==> src/rtl/uftt_pkg.sv <==
// Shared types, constants and the bucket hash of the UDP flow table tracker.
// Used by every module under rtl/; depends on nothing else.
`timescale 1ns / 1ps

package uftt_pkg;

   localparam int SLOTS_DEF     = 64;
   localparam int BUCKETS_DEF   = 128;
   localparam int UDP_HDR_BYTES = 8;
   localparam int REQ_BITS      = 136;
   localparam int RSP_BITS      = 96;
   localparam logic [5:0] THR_RESET = 6'd48;
   localparam logic [1:0] ADDR_EVICT_THR = 2'd0;

   typedef struct packed {
      logic [15:0] udp_len;
      logic [15:0] ip_total_len;
      logic [3:0]  ip_header_words;
      logic [15:0] dst_port;
      logic [15:0] src_port;
      logic [31:0] dst_addr;
      logic [31:0] src_addr;
   } req_type;

   typedef struct packed {
      logic [31:0] server_bytes;
      logic [31:0] client_bytes;
      logic [5:0]  evicted_slot;
      logic        evicted;
      logic [15:0] payload_len;
      logic        client_dir;
      logic        is_new;
      logic [5:0]  flow_slot;
      logic        accepted;
   } rsp_type;

   typedef enum logic [3:0] {
      ST_IDLE, ST_CHECK, ST_BUCKET, ST_SLOT, ST_MISS, ST_HIT, ST_DECIDE,
      ST_EV_AGE, ST_EV_KEY, ST_EV_HEAD, ST_EV_WALK, ST_EV_FREE, ST_POP,
      ST_INSERT, ST_RESP
   } state_type;

   typedef struct packed {
      logic load_in;
      logic bkt_rd;
      logic key_victim;
      logic key_fwd;
      logic set_rev;
      logic cur_head;
      logic cur_link;
      logic hit_upd;
      logic drop_res;
      logic victim_latch;
      logic head_unlink;
      logic link_unlink;
      logic push_free;
      logic insert;
      logic out_load;
   } cmd_type;

   typedef struct packed {
      logic drop;
      logic rev;
      logic head_none;
      logic match;
      logic link_none;
      logic need_evict;
      logic head_is_victim;
      logic link_is_victim;
      logic count_zero;
      logic out_free;
   } sts_type;

   // xor fold of the 96-bit tuple with a little mixing
   function automatic logic [15:0] hash16(input logic [95:0] k);
      logic [15:0] h;
      h = k[15:0] ^ k[31:16] ^ k[47:32] ^ k[63:48] ^ k[79:64] ^ k[95:80];
      h = h ^ {h[6:0], h[15:7]} ^ {h[10:0], h[15:11]};
      return h;
   endfunction

endpackage

==> src/rtl/uftt_ctrl.sv <==
// Sequencer of the flow tracker: lookup, eviction and insert steps.
// Depends on uftt_pkg; drives uftt_dp through cmd_type, reads sts_type.
`timescale 1ns / 1ps

module uftt_ctrl (
   input  logic              clock,
   input  logic              reset,
   input  logic              req_tvalid,
   output logic              req_tready,
   input  uftt_pkg::sts_type sts,
   output uftt_pkg::cmd_type cmd
);

   uftt_pkg::state_type state_ff, state_in;

   always_ff @(posedge clock) begin
      if (reset) begin
         state_ff <= uftt_pkg::ST_IDLE;
      end else begin
         state_ff <= state_in;
      end
   end

   always_comb begin
      state_in = state_ff;
      case (state_ff)
         uftt_pkg::ST_IDLE:    if (req_tvalid) state_in = uftt_pkg::ST_CHECK;
         uftt_pkg::ST_CHECK:   state_in = sts.drop ? uftt_pkg::ST_RESP : uftt_pkg::ST_BUCKET;
         uftt_pkg::ST_BUCKET:  state_in = sts.head_none ? uftt_pkg::ST_MISS : uftt_pkg::ST_SLOT;
         uftt_pkg::ST_SLOT: begin
            if (sts.match) state_in = uftt_pkg::ST_HIT;
            else if (sts.link_none) state_in = uftt_pkg::ST_MISS;
         end
         uftt_pkg::ST_MISS:    state_in = sts.rev ? uftt_pkg::ST_DECIDE : uftt_pkg::ST_CHECK;
         uftt_pkg::ST_HIT:     state_in = uftt_pkg::ST_RESP;
         uftt_pkg::ST_DECIDE:  state_in = sts.need_evict ? uftt_pkg::ST_EV_AGE : uftt_pkg::ST_POP;
         uftt_pkg::ST_EV_AGE:  state_in = uftt_pkg::ST_EV_KEY;
         uftt_pkg::ST_EV_KEY:  state_in = uftt_pkg::ST_EV_HEAD;
         uftt_pkg::ST_EV_HEAD: state_in = sts.head_is_victim ? uftt_pkg::ST_EV_FREE
                                                             : uftt_pkg::ST_EV_WALK;
         uftt_pkg::ST_EV_WALK: begin
            if (sts.link_is_victim || sts.link_none) state_in = uftt_pkg::ST_EV_FREE;
         end
         uftt_pkg::ST_EV_FREE: state_in = uftt_pkg::ST_POP;
         uftt_pkg::ST_POP:     state_in = uftt_pkg::ST_INSERT;
         uftt_pkg::ST_INSERT:  state_in = uftt_pkg::ST_RESP;
         uftt_pkg::ST_RESP:    if (sts.out_free) state_in = uftt_pkg::ST_IDLE;
         default:              state_in = uftt_pkg::ST_IDLE;
      endcase
   end

   always_comb begin
      cmd = '0;
      req_tready = 1'b0;
      case (state_ff)
         uftt_pkg::ST_IDLE: begin
            req_tready = 1'b1;
            cmd.load_in = req_tvalid;
         end
         uftt_pkg::ST_CHECK: begin
            cmd.bkt_rd = 1'b1;
            cmd.drop_res = sts.drop;
         end
         uftt_pkg::ST_BUCKET:  cmd.cur_head = 1'b1;
         uftt_pkg::ST_SLOT:    cmd.cur_link = !sts.match;
         uftt_pkg::ST_MISS:    cmd.set_rev = !sts.rev;
         uftt_pkg::ST_HIT:     cmd.hit_upd = 1'b1;
         uftt_pkg::ST_EV_AGE:  cmd.victim_latch = 1'b1;
         uftt_pkg::ST_EV_KEY: begin
            cmd.bkt_rd = 1'b1;
            cmd.key_victim = 1'b1;
         end
         uftt_pkg::ST_EV_HEAD: begin
            cmd.head_unlink = sts.head_is_victim;
            cmd.cur_head = !sts.head_is_victim;
         end
         uftt_pkg::ST_EV_WALK: begin
            cmd.link_unlink = sts.link_is_victim;
            cmd.cur_link = !sts.link_is_victim;
         end
         uftt_pkg::ST_EV_FREE: cmd.push_free = 1'b1;
         uftt_pkg::ST_POP: begin
            cmd.bkt_rd = 1'b1;
            cmd.key_fwd = 1'b1;
         end
         uftt_pkg::ST_INSERT:  cmd.insert = 1'b1;
         uftt_pkg::ST_RESP:    cmd.out_load = sts.out_free;
         default: ;
      endcase
   end

endmodule

==> config.mk <==
export PLATFORM = sky130hd
export DESIGN_NAME = uftt_ctrl
export DESIGN_NICKNAME = d
export VERILOG_FILES = /design/src/rtl/uftt_pkg.sv /design/src/rtl/uftt_ctrl.sv
export SDC_FILE = /design/constraint.sdc
export NUM_CORES = 1
export LEC_CHECK = 0
export BUFFER_PORTS_ARGS = -buffer_cell sky130_fd_sc_hd__buf_2
export CAP_MARGIN = 20
export CORE_UTILIZATION = 40
export CTS_CLUSTER_SIZE = 20
export DETAILED_ROUTE_END_ITERATION = 12
export GPL_TIMING_DRIVEN = 0
export MAX_ROUTING_LAYER = met4
export PLACE_DENSITY_LB_ADDON = 0.25
export SYNTH_ARGS = -nofsm -noshare
export SYNTH_HDL_FRONTEND = slang
export SYNTH_SLANG_ARGS = --single-unit
==> constraint.sdc <==
create_clock -name clock -period 1.35 [get_ports clock]
set_input_delay 0.2025 -clock clock [delete_from_list [all_inputs] [get_ports clock]]
set_output_delay 0.2025 -clock clock [all_outputs]
set_load 0.02 [all_outputs]
==> results of run 1 <==
## repair_timing
item / 4_1_cts
hold buffers: 0
cloned: 0
setup endpoints to repair: 20
pin swaps: 16
resized for setup: 53
buffers inserted: 26
## cells by family after synthesis
kind of cell / synth area share [%]
DFF: 12.9
buffers and inverters: 10.1
AOI/OAI and AO/OA: 28.3
and+or+nand+nor: 48.7
## metrics by stage
step | hold slack [ns] | worst slack [ns]
2_1_floorplan | 0.272 | -0.0377
4_1_cts | 0.165 | -0.246
3_3_place_gp | 0.422 | -0.190
3_5_place_dp | 0.416 | -0.186
==> out/results.ini, run 1 <==
[placed_design]
dp_hpwl_um=1380
gp_congestion=0.898
dp.cells=131
dpl_cell_area_um2=868
port-buffer-count=27

[cts]
clockBufferDepth=2
cts_root_buffer=clkbuf_4
cts_made_buffers=3
h-tree-depth=1
clkSinkCount=4

[timing]
worstEpCategory=register input
grt_worst_setup_endpoint=state_ff[3]$_SDFFE_PP0P_/D

[grt]
grt_max_degree=11

[synthesis]
synth_area_um2=619
ys.flop_type=dfxtp_1
syn_inst=89
yosysWarnings=0
yosysUniqueCellTypes=38
yosysTopAreaCellShare_pct=12.9
seq_area_frac_synth_pct=12.9
syn_area_per_cell_um2=6.96
synth.most_common_cell=a21oi_1
ys_async_sr_fraction_pct=0
synth_area_leaders=dfxtp_1 13%, a21oi_1 8.1%, nor2_1 5.5%, buf_2 4.0%, nand2b_1 4.0%
synth_edf_count=0
synth_common_cells=10 x a21oi_1, 9 x nor2_1, 5 x buf_2, 5 x inv_1, 5 x nand2_1
yosysTopAreaCell=dfxtp_1
syn-num-nets=102
ys_ff_latch=4

[floorplan]
ioPinCount=29
start_util_pct=45.3
std_cell_rows=13
die_y_um=41.4
die_w_um=41.4

[outcome]
lastStage=global routing (5_1_grt)
error=[ERROR DPL-0038] Utilization greater than 100%, impossible to legalize
status=stopped before the end

==> run 2, diff against run 1 <==
Settings changed: CORE_AREA set to 2 2 63 65, CORE_UTILIZATION 40 to unset, CTS_CLUSTER_SIZE 20 to unset, DIE_AREA set to 0 0 65 67, MAX_ROUTING_LAYER met4 to unset, PLACE_DENSITY_LB_ADDON 0.25 to 0.15.
Clock period 1.35 ns to 1.8 ns, I/O delays scaled along.
==> out/results.ini, run 2 <==
[timing]
worstMarginPinSlew_ns=0.402
finClkSkew_ns=0.00315
fmax_mhz=589
hold_ws_ns=0.265
finalCritPeriodShare_pct=94.2
relSlewSlack_pct=72.5
fin_ws_ns=0.104
hold_violations=0
fin_crit_ns=1.70
slew_violations=0
setup_viol=0
rsz0062_at_grt=no
fin_tns_setup_ns=0

[pwr]
switching_share_pct=49.2
p_leak_uw=0.000372
p_sw_uw=650
ir_worst_vdd_v=0.000229
clkPwrFrac_pct=14.7
internal_power_uw=672
power_frac_seq_pct=13.4
p_comb_share_pct=71.9
power_density_nw_per_um2=1460

[synthesis]
synth_edf_count=0
ys_async_sr_fraction_pct=0
ys.flop_type=dfxtp_1
synth_area_um2=619
synth.most_common_cell=a21oi_1
yosysUniqueCellTypes=38
yosysTopAreaCellShare_pct=12.9
ys_ff_latch=4
synth_common_cells=10 x a21oi_1, 9 x nor2_1, 5 x buf_2, 5 x inv_1, 5 x nand2_1
yosysTopAreaCell=dfxtp_1
seq_area_frac_synth_pct=12.9
syn_area_per_cell_um2=6.96
syn-num-nets=102
synth_area_leaders=dfxtp_1 13%, a21oi_1 8.1%, nor2_1 5.5%, buf_2 4.0%, nand2b_1 4.0%
yosysWarnings=0
syn_inst=89

[detailed_routing]
drt_first_pass_iters=4
drcViolationCount=0
vias=770
wl_per_cell_um=12.8
totalWireLength_um=2140
drtIter0Drc=30
routed_via_density=4.61
ant_nets=0

[worst_setup_path]
r2r_cells=5
reg2reg_slack_ns=0.20
required_ns=1.53
cp-endpoint=cmd[9]
timing.rr.start=state_ff[1]
crit_type=flip-flop to output port
cp_max_fo=10
crit_path_start_kind=flip-flop
worst_path_largest_cell_delay_ns=0.38
arrival_ns=1.43
cp-end-kind=output port
cp_slowest_cell=dfxtp_4
path_cells=buf_8 > nand2_2 > or3_1 > a21oi_2 > buf_4
startpoint=state_ff[0]
r2r-end=state_ff[0]

[grt]
grt_pass1_vias=728
antenna_found_initial=0
grtUsageTotal_pct=10.6
grt-ovfl-total=0
grt_max_degree=11
grt_pass1_wl_um=3450

[layout]
regMostFlops=state_ff
fill_cells=419
nNetsFinal=134
final_cell_mix=27 x buf_2, 9 x a21oi_1, 8 x nor2_1
final_common_cell=buf_2
regArea_um2=85.1
syn_to_final_growth_pct=45.9
n_antenna_cell=0
multi_input_area_um2=492
fin_cells=167
largest_register_ffs=4
final_core_util_pct=25.1
reg_top3=state_ff x4
layout-drive-gt1-share_pct=42.0

[floorplan]
die_y_um=67
std_cell_rows=22
dieArea_um2=4360
core_um2=3610
ioPinCount=29
die_w_um=65
start_util_pct=17.2

[placed_design]
dp_hpwl_um=1660
gp_congestion=0.810
port-buffer-count=27
dp.cells=164
pre_cts_ws_ns=0.0565

[cts]
clkSinkCount=4
clkLatencyLatePin_ns=0.22
h-tree-depth=1
cts_made_buffers=3
cts.clk_slew.worst_paths_ns=0.03
cts_tree=yes
clockBufferDepth=2
cts_root_buffer=clkbuf_8
hold_buffers=0

[outcome]
status=completed

[job]
max_cap_viol_count=0

[min_path]
hp-class=primary input to flip-flop

## run 2: cell counts after synthesis
No cell type changed its count.
## run 2: critical path: cells and delay by family (launching register included)
family | cells | cell delay (ns)
buffers and inverters | 2 | 0.28
AO/OA/AOI/OAI | 1 | 0.13
AND/OR/NAND/NOR | 2 | 0.40
flip-flops | 1 | 0.38
## run 2: logic make-up after synthesis
kind of cell | Yosys count | share of synthesized area (%)
buffers and inverters | 12 | 10.1
flip-flops | 4 | 12.9
AND/OR/NAND/NOR | 47 | 48.7
AO/OA/AOI/OAI | 26 | 28.3
## run 2: power by group through the flow
stage / clock network, uW / logic [uW] / registers, uW
global route: 205 / 1040 / 181
finish: 194 / 951 / 177
CTS: 200 / 916 / 168
global placement: 0 / 901 / 165
detailed placement: 0 / 889 / 165
floorplan: 0 / 663 / 150
## run 2: worst min-delay path by stage
stage,to,cells past startpoint,start,slack [ns]
after detailed placement,state_ff[3],2,reset,0.50
after global placement,state_ff[1],2,reset,0.50
after floorplan,state_ff[1],1,reset,0.34
after global routing,state_ff[3],2,reset,0.28
after CTS,state_ff[3],2,reset,0.26
final,state_ff[3],2,reset,0.26
## run 2: per-stage QoR
step / total power, uW / cell area [um^2]
finish: 1320 / 903
detailed placement: 1050 / 815
CTS: 1280 / 871
global placement: 1070 / 815
floorplan: 813 / 619
global route: 1430 / 903
## run 2: final cells by class
class | count | share of cell area, %
multi-input combinational | 73 | 54.4
clock buffer | 3 | 4.57
inverter | 5 | 2.08
timing repair buffer | 27 | 15.2
buffer | 7 | 7.62
tap | 48 | 6.65
sequential | 4 | 9.42
## run 2: layer usage
metal  vias up  share of wire, %  global-route usage (%)
li1        392                 -                       -
met3         2               5.5                    2.03
met1       354                46                    13.9
met5         -                 0                       0
met2        22                47                    16.8
met4         0               1.2                    4.79
## run 2: repair_timing
item,in CTS,in global routing
endpoints found under the hold margin,0,0
resized for setup,6,10
endpoints found under the setup margin,4,4
buffers inserted,0,0
(Power assumes the default switching activity.)
